File: src/design/dsu_fifo.sv
`timescale 1ns / 1ps
// Small register FIFO with push/full and pop/empty handshakes.
// Standalone; used for the command queue and the result queue.
module dsu_fifo #(
   parameter int WIDTH = 8,
   parameter int DEPTH = 2
) (
   input  logic             clock,
   input  logic             reset,
   input  logic             push,
   input  logic [WIDTH-1:0] push_data,
   output logic             full,
   input  logic             pop,
   output logic [WIDTH-1:0] pop_data,
   output logic             empty
);
   localparam int PTR_W = (DEPTH > 1) ? $clog2(DEPTH) : 1;
   localparam int CNT_W = $clog2(DEPTH + 1);

   logic [WIDTH-1:0] slot_ff [DEPTH];
   logic [PTR_W-1:0] wr_ptr_ff, wr_ptr_in;
   logic [PTR_W-1:0] rd_ptr_ff, rd_ptr_in;
   logic [CNT_W-1:0] cnt_ff, cnt_in;
   logic             do_push, do_pop;

   assign full     = (cnt_ff == CNT_W'(DEPTH));
   assign empty    = (cnt_ff == '0);
   assign do_push  = push && !full;
   assign do_pop   = pop && !empty;
   assign pop_data = slot_ff[rd_ptr_ff];

   always_comb begin
      wr_ptr_in = wr_ptr_ff;
      rd_ptr_in = rd_ptr_ff;
      cnt_in    = cnt_ff;
      if (do_push) begin
         wr_ptr_in = (wr_ptr_ff == PTR_W'(DEPTH - 1)) ? '0 : wr_ptr_ff + 1'b1;
      end
      if (do_pop) begin
         rd_ptr_in = (rd_ptr_ff == PTR_W'(DEPTH - 1)) ? '0 : rd_ptr_ff + 1'b1;
      end
      if (do_push && !do_pop) begin
         cnt_in = cnt_ff + 1'b1;
      end else if (do_pop && !do_push) begin
         cnt_in = cnt_ff - 1'b1;
      end
   end

   always_ff @(posedge clock) begin
      if (reset) begin
         wr_ptr_ff <= '0;
         rd_ptr_ff <= '0;
         cnt_ff    <= '0;
      end else begin
         wr_ptr_ff <= wr_ptr_in;
         rd_ptr_ff <= rd_ptr_in;
         cnt_ff    <= cnt_in;
      end
   end

   always_ff @(posedge clock) begin
      if (do_push) begin
         slot_ff[wr_ptr_ff] <= push_data;
      end
   end

endmodule

File: config.mk
export PLATFORM = sky130hd
export DESIGN_NAME = dsu_fifo
export DESIGN_NICKNAME = d
export VERILOG_FILES = /design/src/design/dsu_fifo.sv
export SDC_FILE = /design/constraint.sdc
export NUM_CORES = 1
export LEC_CHECK = 0
export ABC_AREA = 0
export BUFFER_PORTS_ARGS = -buffer_cell sky130_fd_sc_hd__buf_2
export CAP_MARGIN = 20
export CORE_AREA = 5 5 46 48
export DETAILED_ROUTE_END_ITERATION = 10
export DIE_AREA = 0 0 51 53
export PLACE_DENSITY = 0.75
export SLEW_MARGIN = 20
export SYNTH_ARGS = -nofsm -noshare
export SYNTH_HDL_FRONTEND = slang
export SYNTH_SLANG_ARGS = --single-unit
File: constraint.sdc
create_clock -name clock -period 2.14 [get_ports clock]
set_input_delay 0.107 -clock clock [delete_from_list [all_inputs] [get_ports clock]]
set_output_delay 0.107 -clock clock [all_outputs]
set_load 0.02 [all_outputs]
==> flow_metrics.tcl <==
set metrics [dict create \
    status "complete, no violations" \
    yosysTopAreaCell "edfxtp_1" \
    slew_viol_final 0 \
    finClkSkew_ns 0.002912 \
    fin_tns_setup_ns 0 \
    syn_nets 63 \
    stdcell_count 100 \
    rows 15 \
    avgSynthCellArea_sq_um 15.87 \
    antenna_found_initial 0 \
    tritoncts "done" \
    dp_hpwl_microns 944.8 \
    cts_root_buf "clkbuf_4" \
    cp.depth 4 \
    fp.dieH_microns 53 \
    cts_setup_buffers 0 \
    insertion_delay_ns 0.30 \
    synth_area_sq_um 793.3 \
    min-delay-start "push" \
    power.leakage_nw 0.4183 \
    nNetsFinal 97 \
    period_share_pct 74.29 \
    path_clk_slew_ns 0.11 \
    hold_viol 0 \
    reg2reg_depth 4 \
    use_met3_pct 3.099 \
    maxSlewHeadroom_pct 75.21 \
    drt-total-wl_microns 1327 \
    clkPwrFrac_pct 16.1 \
    p_comb_share_pct 33.7 \
    reg2reg_to "cnt_ff[1]" \
    power.switching_mw 0.3839 \
    finish.instance_area_sq_um 1032 \
    min_path_cells 4 \
    p_int_mw 0.7619 \
    irDropWorstVdd_v 0.0005702 \
    rr_startpoint "cnt_ff[0]" \
    yosysTopAreaCellShare_pct 60.57 \
    die_x_microns 51 \
    syn2layout_area_growth_pct 30.13 \
    critical-path-top-delay-family "compound AO/OA/AOI/OAI gates" \
    critPathMaxStageDelay_ns 0.38 \
    viasPerCell 5.010 \
    max_freq_mhz 629.0 \
    dieArea_sq_um 2703 \
    reg2reg_slack_ns 0.55 \
    critPathArrivalTime_ns 1.83 \
    gr-usage-met1_pct 10.63 \
    dp_cells 87 \
    grt_busiest_layer "met2" \
    dp_slack_ns 0.5575 \
    period_minus_slack_ns 1.590 \
    crit_fanout 5 \
    grt_pass1_vias 533 \
    gp_congestion 0.6823 \
    cts_made_buffers 3 \
    worstHoldPathType "in2reg" \
    worst_ep_required_time_ns 2.38 \
    worst-path-buf-inv 0 \
    power_density_nw_per_um2 1110 \
    cp-start-kind "flip-flop" \
    cts_resized 0 \
    wl_per_cell_microns 13.27 \
    fill_cells 134 \
    drtIter0Drc 5 \
    synthCells 50 \
    ys_seq_area_share_pct 73.19 \
    initial_core_util_pct 47.49 \
    ios 22 \
    synth_warnings 0 \
    num_antenna_cells 0 \
    seqPwrFrac_pct 50.2 \
    ys_types 13 \
    clock-sinks 21 \
    worst_hold_slack_ns 0.1928 \
    netSwitchingFraction_pct 33.51 \
    dr.pass1.iters 2 \
    core-area_sq_um 1670 \
    worst_path_max_delay_cell "dfxtp_1" \
    whs_endpoint "wr_ptr_ff" \
    clockBufferDepth 2 \
    synthTopCellsByArea "edfxtp_1 (61%), dfxtp_1 (13%), mux2_2 (11%), xor2_1 (3.3%), nor2_1 (2.4%)" \
    vias 501 \
    drive_above_1_share_pct 40.96 \
    crit_type "reg2reg" \
    ctsHoldBuffers 9 \
    timing.final.ws_setup_ns 0.5503 \
    grt-ovfl-total 0 \
    fin_util_pct 61.80 \
    cts_max_level 1 \
    cp-end-kind "flip-flop" \
    grt_setup_unrepaired "no" \
    io_buffers 21 \
    ys_ff_latch 21 \
    fin_total_pwr_mw 1.146 \
    post_dp_cell_area_sq_um 914.6 \
    finalSetupViolations 0 \
    tightest_slew_ns 0.3719 \
    path_cells "o21ai_0 -> ha_1 -> or3_1 -> a21oi_1" \
    grt_use_met2_pct 20.60 \
    grt_max_degree 13 \
    grt_usage_pct 11.03 \
    maxCapViolations 0 \
    remaining_drc_errors 0 \
    grt_pass1_wl_microns 2104 \
    antenna_left 0 \
]
kinds of logic after synthesis:
group	synth area share (%)
flip-flops	73.19
AND/OR/NAND/NOR	5.837
buffers and inverters	1.577
adder cells (fa/ha/maj)	1.577
multiplexers	11.36
AO/OA/AOI/OAI	3.154
XOR/XNOR	3.313
state kept, by name (all words and copies together), names as in the netlist, named ones only:
signal	flops
cnt_ff	2
rd_ptr_ff	1
slot_ff	16
wr_ptr_ff	1
how the worst max path moves through the flow:
| stage | start | endpoint | slack (ns) |
|---|---|---|---|
| 2_1_floorplan | cnt_ff[1] | cnt_ff[1] | 0.55 |
| 3_3_place_gp | cnt_ff[0] | cnt_ff[1] | 0.66 |
| 3_5_place_dp | cnt_ff[0] | cnt_ff[1] | 0.56 |
| 4_1_cts | cnt_ff[0] | cnt_ff[1] | 0.53 |
| 5_1_grt | cnt_ff[0] | cnt_ff[1] | 0.46 |
| 6_report | cnt_ff[0] | cnt_ff[1] | 0.55 |
cells in the mapped netlist, drive strengths merged:
master and n:
and2 1, edfxtp 16, dfxtp 5, inv 2, ha 1, buf 1, mux2 8, xor2 3
or3 2, a21oi 2, o21ai 3, nor2b 1, nor2 5
tightest hold or removal path, stage by stage:
cell     delay (ns)
buf_2          0.09
inv_1          0.07
or3_1          0.13
a21oi_1        0.06
routing by layer:
metal  wire length (microns)  part of all wire (%)
met2                     696                    52
met3                      93                   7.0
met5                       0                     0
met4                      29                   2.2
met1                     508                    38
power by group through the flow:
stage / logic (mW) / registers [mW] / clock network (mW)
2_1_floorplan: 0.295 / 0.555 / 0
5_1_grt: 0.428 / 0.585 / 0.209
6_report: 0.386 / 0.575 / 0.185
3_3_place_gp: 0.367 / 0.579 / 0
4_1_cts: 0.394 / 0.577 / 0.191
3_5_place_dp: 0.380 / 0.585 / 0
layout make-up:
cell class              count  area [sq um]  share of cell area, %
clock buffers               3         22.52                  2.182
clock inverters             1         5.005                 0.4848
inverters                   2         7.507                 0.7273
multi-input cells          26         200.2                  19.39
flip-flops and latches     21         580.6                  56.24
well taps                  17         21.27                  2.061
repair buffers             30         195.2                  18.91
layout by cell type (no fill, tap or decap), types with 2 or more instances in the layout:
cell type,instances
dfxtp_1,5
buf_2,21
inv_1,2
or3_1,2
mux2_2,8
a21oi_1,2
o21ai_0,3
dlygate4sd3_1,9
clkbuf_4,3
nor2_1,5
edfxtp_1,16
xor2_1,3
Power figures use the tool's default switching activity.
