===== config.mk =====
export PLATFORM = sky130hd
export DESIGN_NAME = dsu_front
export DESIGN_NICKNAME = d
export VERILOG_FILES = /design/src/design/dsu_pkg.sv /design/src/design/dsu_front.sv
export SDC_FILE = /design/constraint.sdc
export NUM_CORES = 1
export LEC_CHECK = 0
export ABC_CLOCK_PERIOD_IN_PS = 1800
export BUFFER_PORTS_ARGS = -buffer_cell sky130_fd_sc_hd__clkbuf_2
export CAP_MARGIN = 20
export CELL_PAD_IN_SITES_DETAIL_PLACEMENT = 0
export CELL_PAD_IN_SITES_GLOBAL_PLACEMENT = 1
export CORE_AREA = 2 2 62 64
export CTS_CLUSTER_SIZE = 16
export DETAILED_ROUTE_END_ITERATION = 8
export DIE_AREA = 0 0 64 66
export GPL_TIMING_DRIVEN = 0
export HOLD_SLACK_MARGIN = 0.1
export PLACE_DENSITY = 0.74
export REMOVE_ABC_BUFFERS = 1
export SETUP_SLACK_MARGIN = 0.15
export SLEW_MARGIN = 10
export SYNTH_ARGS = -nofsm -noshare
export SYNTH_HDL_FRONTEND = slang
export SYNTH_SLANG_ARGS = --single-unit

===== constraint.sdc =====
create_clock -name clock -period 1.8 [get_ports clock]
set_input_delay 0.18 -clock clock [delete_from_list [all_inputs] [get_ports clock]]
set_output_delay 0.18 -clock clock [all_outputs]
set_load 0.01 [all_outputs]

===== src/design/dsu_pkg.sv =====
`timescale 1ns / 1ps
// Shared types and fixed widths for the disjoint-set union block.
// No dependencies; imported by dsu_front, dsu_back and the top module.
package dsu_pkg;

   // Request codes on req_type
   typedef enum logic [0:0] {
      OP_MERGE = 1'b0,
      OP_QUERY = 1'b1
   } op_type;

   localparam int IDX_IN_W    = 10;  // width of an index on the request ports
   localparam int SIZE_OUT_W  = 11;  // width of set_size on the result ports
   localparam int RECIP_SHIFT = 20;  // fixed-point shift of the modulo reciprocal

   // Back-end sequencer states
   typedef enum logic [6:0] {
      ST_CLEAR   = 7'b0000001,
      ST_IDLE    = 7'b0000010,
      ST_ID      = 7'b0000100,
      ST_QSIZE   = 7'b0001000,
      ST_SIZE    = 7'b0010000,
      ST_WALK    = 7'b0100000,
      ST_SPLICE1 = 7'b1000000
   } state_type;

endpackage


===== src/design/dsu_front.sv =====
`timescale 1ns / 1ps
// Request front end: accepts requests, folds indices into range, queues commands.
// Depends on dsu_pkg.
module dsu_front #(
   parameter int MAX_PEOPLE = 1024,
   parameter int IDX_W      = 10
) (
   input  logic                           clock,
   input  logic                           reset,
   input  logic                           push,
   output logic                           full,
   input  dsu_pkg::op_type                req_type,
   input  logic [dsu_pkg::IDX_IN_W-1:0]   req_first_index,
   input  logic [dsu_pkg::IDX_IN_W-1:0]   req_second_index,
   input  logic                           hold,
   output logic                           cmd_push,
   output logic [2*IDX_W:0]               cmd_data,
   input  logic                           cmd_full
);
   import dsu_pkg::*;

   localparam int NW     = $clog2(MAX_PEOPLE + 1);
   localparam int RW     = IDX_IN_W + NW;
   localparam int PROD_W = IDX_IN_W + RECIP_SHIFT;
   localparam logic [RECIP_SHIFT-1:0] RECIP = RECIP_SHIFT'((1 << RECIP_SHIFT) / MAX_PEOPLE);

   logic                s1_vld_ff, s1_vld_in;
   op_type              s1_op_ff;
   logic [IDX_IN_W-1:0] s1_a_ff, s1_b_ff;
   logic                s2_vld_ff, s2_vld_in;
   op_type              s2_op_ff;
   logic [IDX_IN_W-1:0] s2_a_ff, s2_b_ff;
   logic [IDX_IN_W-1:0] s2_qa_ff, s2_qb_ff;
   logic [PROD_W-1:0]   prod_a, prod_b;
   logic [IDX_W-1:0]    elem_a, elem_b;
   logic                advance, accept;

   // raw - q*N with one correction step; q is exact or one short
   function automatic logic [IDX_W-1:0] fold(input logic [IDX_IN_W-1:0] raw,
                                             input logic [IDX_IN_W-1:0] q);
      logic [RW-1:0] qn;
      logic [RW-1:0] rem;
      qn  = RW'(q) * RW'(MAX_PEOPLE);
      rem = RW'(raw) - qn;
      if (rem >= RW'(MAX_PEOPLE)) begin
         rem = rem - RW'(MAX_PEOPLE);
      end
      return rem[IDX_W-1:0];
   endfunction

   assign advance  = !s2_vld_ff || !cmd_full;
   assign full     = !advance || hold;
   assign accept   = push && !full;
   assign cmd_push = s2_vld_ff && !cmd_full;

   assign prod_a = PROD_W'(s1_a_ff) * PROD_W'(RECIP);
   assign prod_b = PROD_W'(s1_b_ff) * PROD_W'(RECIP);

   assign elem_a   = fold(s2_a_ff, s2_qa_ff);
   assign elem_b   = fold(s2_b_ff, s2_qb_ff);
   assign cmd_data = {s2_op_ff, elem_a, elem_b};

   always_comb begin
      s1_vld_in = s1_vld_ff;
      s2_vld_in = s2_vld_ff;
      if (advance) begin
         s1_vld_in = accept;
         s2_vld_in = s1_vld_ff;
      end
   end

   always_ff @(posedge clock) begin
      if (reset) begin
         s1_vld_ff <= 1'b0;
         s2_vld_ff <= 1'b0;
      end else begin
         s1_vld_ff <= s1_vld_in;
         s2_vld_ff <= s2_vld_in;
      end
   end

   always_ff @(posedge clock) begin
      if (advance) begin
         s1_op_ff <= req_type;
         s1_a_ff  <= req_first_index;
         s1_b_ff  <= req_second_index;
         s2_op_ff <= s1_op_ff;
         s2_a_ff  <= s1_a_ff;
         s2_b_ff  <= s1_b_ff;
         s2_qa_ff <= prod_a[PROD_W-1:RECIP_SHIFT];
         s2_qb_ff <= prod_b[PROD_W-1:RECIP_SHIFT];
      end
   end

endmodule


==> metrics.md <==
| Metric | Value |
|---|---|
| Flop pwr share | 68.8% |
| Yosys cell types | 10 |
| Slowest CP cell | dfxtp_1 |
| Layout Nets | 158 |
| Total CTS buffers | 5 |
| Placed cell areas | 0.001649 sq mm |
| Post-DP HPWL | 1128 microns |
| Warnings from Yosys | 0 |
| Critical setup path kind | register to primary output |
| Power Density | 894.9 mW/mm^2 |
| FF+latch count, synth | 44 |
| Finished Cell Area | 0.001959 sq mm |
| Num rows | 22 |
| CTS tree | yes |
| Total gr overflow | 0 |
| IO Port Bufs | 48 |
| CP max FO | 22 |
| Arr. time, crit path | 1340 ps |
| Fin Clk Skew | 6.394 ps |
| Outcome | completed |
| CP Cell Sequence | nand2_8 > nand2b_1 > clkbuf_2 |
| CP Capture Type | primary output |
| Slowest stage delay, CP | 560 ps |
| Hold_ws | 230.6 ps |
| Syn Std Cell Area | 0.001356 sq mm |
| Final worst-path setup slack | 283.3 ps |
| WP buf/inv | 1 |
| Top cells by area, synth | edfxtp_1 93%, dfxtp_1 3.0%, a21oi_1 0.74% |
| Routed vias/inst | 4.067 |
| WL final | 2068 microns |
| Die ar. | 0.004224 sq mm |
| Fin crit period | 1517 ps |
| CP top delay family | flip-flops |
| Die height | 66 microns |
| H-tree levels | 2 |
| DR iter-0 viols | 8 |
| TNS Setup | 0 ps |
| RSZ-0062 raised after global routing | false |
| Peak supply drop | 0.0006158 V |
| Finished Layout Cells | 180 |
| DP Worst Slack | 258.0 ps |
| Residual DRC | 0 |
| Worst-path clk slew | 110 ps |
| Post-Synthesis Cells | 53 |
| Max Slew Vio Count | 0 |
| P_int | 1.405 mW |
| Power share of the clock group | 23.4% |
| CTS sink cnt | 44 |
| GPL Wtd Cong | 0.6990 |
| Sequential element share of the synthesized area | 95.94% |
| Combinational group share of total power | 7.8% |
| Ant diodes | 0 |
| CP Data Required Time | 1620 ps |
| Placed insts | 148 |
| Largest net degree at the start of global routing | 45 |
| Area grow syn2layout | 44.46% |
| Final setup violation count | 0 |
| Vias | 732 |
| Startpoint Class | register |
| # IOs | 49 |
| Post-route ant nets | 0 |
| Pleak | 0.8121 nW |
| Final Hold Fails | 0 |
| Filler Cell Count | 278 |
| NetSw | 0.3486 mW |
| Mapped Avg Cell Area | 25.59 sq um |
| Tcrit/Tclk final | 84.26% |
| Initial core utilization | 38.20% |
| Switching share of power | 19.88% |
| Worst Tran Pin Value | 371.5 ps |
| Clock root cell | clkbuf_4 |
| Core area | 0.003551 sq mm |
| MaxCap Viol Count | 0 |
| Share of layout cells above drive strength 1 | 42.42% |
| Biggest area consumer among synthesized cells | edfxtp_1 |
| Post-synth top area share | 92.99% |
| Global-route wire length before repair | 3111 microns |
| Die W | 64 microns |
| Max clock buf depth | 2 |
| Initial antenna violation count | 0 |
| Fmax | 659.3 MHz |
| Detailed-router iteration count before antenna repair | 2 |
| Max-slew headroom | 75.20% |
| Vias in the first global route | 706 |
| Gr usage total | 10.51% |
| Clk_lat worst skew | 330 ps |
| Hold crit path type | input port to register |
| WL/cell | 11.49 microns |
## sequential cells by signal, indices dropped and copies added (netlist names)
name and flops:
s1_a_ff 10, s1_b_ff 10, s1_op_ff 1, s1_vld_ff 1, s2_a_ff 10, s2_b_ff 10, s2_op_ff 1, s2_vld_ff 1
## final cells by class
cell class / instances / area, sq um / area share [%]
clock buffers: 5 / 37.54 / 1.916
clock inverters: 2 / 7.507 / 0.3831
multi-input cells: 9 / 72.57 / 3.704
flip-flops and latches: 44 / 1301 / 66.41
well taps: 48 / 60.06 / 3.065
repair buffers: 72 / 480.5 / 24.52
## cell usage after synthesis
| cell | instances |
|---|---|
| nand2b_1 | 1 |
| and2b_2 | 1 |
| nor2_1 | 1 |
| nand3b_1 | 1 |
| buf_4 | 1 |
| a21oi_1 | 2 |
| dfxtp_1 | 2 |
| nand2_2 | 1 |
| edfxtp_1 | 42 |
| nand3_1 | 1 |
## power by group through the flow
stage | clock, mW | combinational (mW) | sequential (mW)
2_1_floorplan | 0 | 0.0112 | 1.25
3_3_place_gp | 0 | 0.0916 | 1.23
3_5_place_dp | 0 | 0.0932 | 1.23
4_1_cts | 0.426 | 0.135 | 1.21
5_1_grt | 0.471 | 0.149 | 1.21
6_report | 0.410 | 0.138 | 1.21
## what timing repair did
item / 4_1_cts / 5_1_grt
hold buffers: 24 / 0
resized for setup: 1 / 1
setup buffers: 0 / 0
pin swaps: 0 / 1
endpoints found under the hold margin: 23 / 0
endpoints found under the setup margin: 1 / 1
cloned: 0 / 1
## cells by family after synthesis
logic type	count (synthesis)	synth area share, %
flip-flops	44	95.94
AO/OA/AOI/OAI	2	0.7380
AND/OR/NAND/NOR	6	2.768
buffers and inverters	1	0.5537
## cells in the final DEF (no fill, tap or decap)
cell,Yosys,layout
a21oi_1,2,2
and2b_2,1,1
clkbuf_2,0,48
clkbuf_4,0,5
clkinv_1,0,2
dfxtp_1,2,2
dlygate4sd3_1,0,24
edfxtp_1,42,42
nand2_4,0,1
nand2_8,0,1
nand2b_1,1,1
nand3_1,1,1
nand3b_1,1,1
nor2_1,1,1
## metrics by stage
stage	utilization, %	power, mW
after CTS	54.62	1.767
after detailed placement	46.44	1.323
after global routing	55.18	1.833
final	55.18	1.753
after global placement	46.44	1.319
after floorplan	-	1.258
## layer usage
| metal | global-route usage [%] | share of wire (%) |
|---|---|---|
| met5 | 0 | 0 |
| met4 | 4.076 | 1.5 |
| met1 | 10.01 | 36 |
| met2 | 19.14 | 57 |
| met3 | 5.281 | 6.1 |
## final timing paths
| kind | from | end | slack [ps] | cells after the start |
|---|---|---|---|---|
| worst max-delay path | s2_vld_ff$_SDFFE_PP0P_ | full | 280 | 3 |
| worst min-delay path | cmd_full | s1_vld_ff$_SDFFE_PP0P_ | 230 | 3 |
| worst min register to register | s1_b_ff[1]$_DFFE_PP_ | s2_b_ff[1]$_DFFE_PP_ | 430 | 0 |
| worst max register to register | s2_vld_ff$_SDFFE_PP0P_ | s2_b_ff[8]$_DFFE_PP_ | 690 | 1 |
Note: power is estimated with default switching activity, not from simulation.
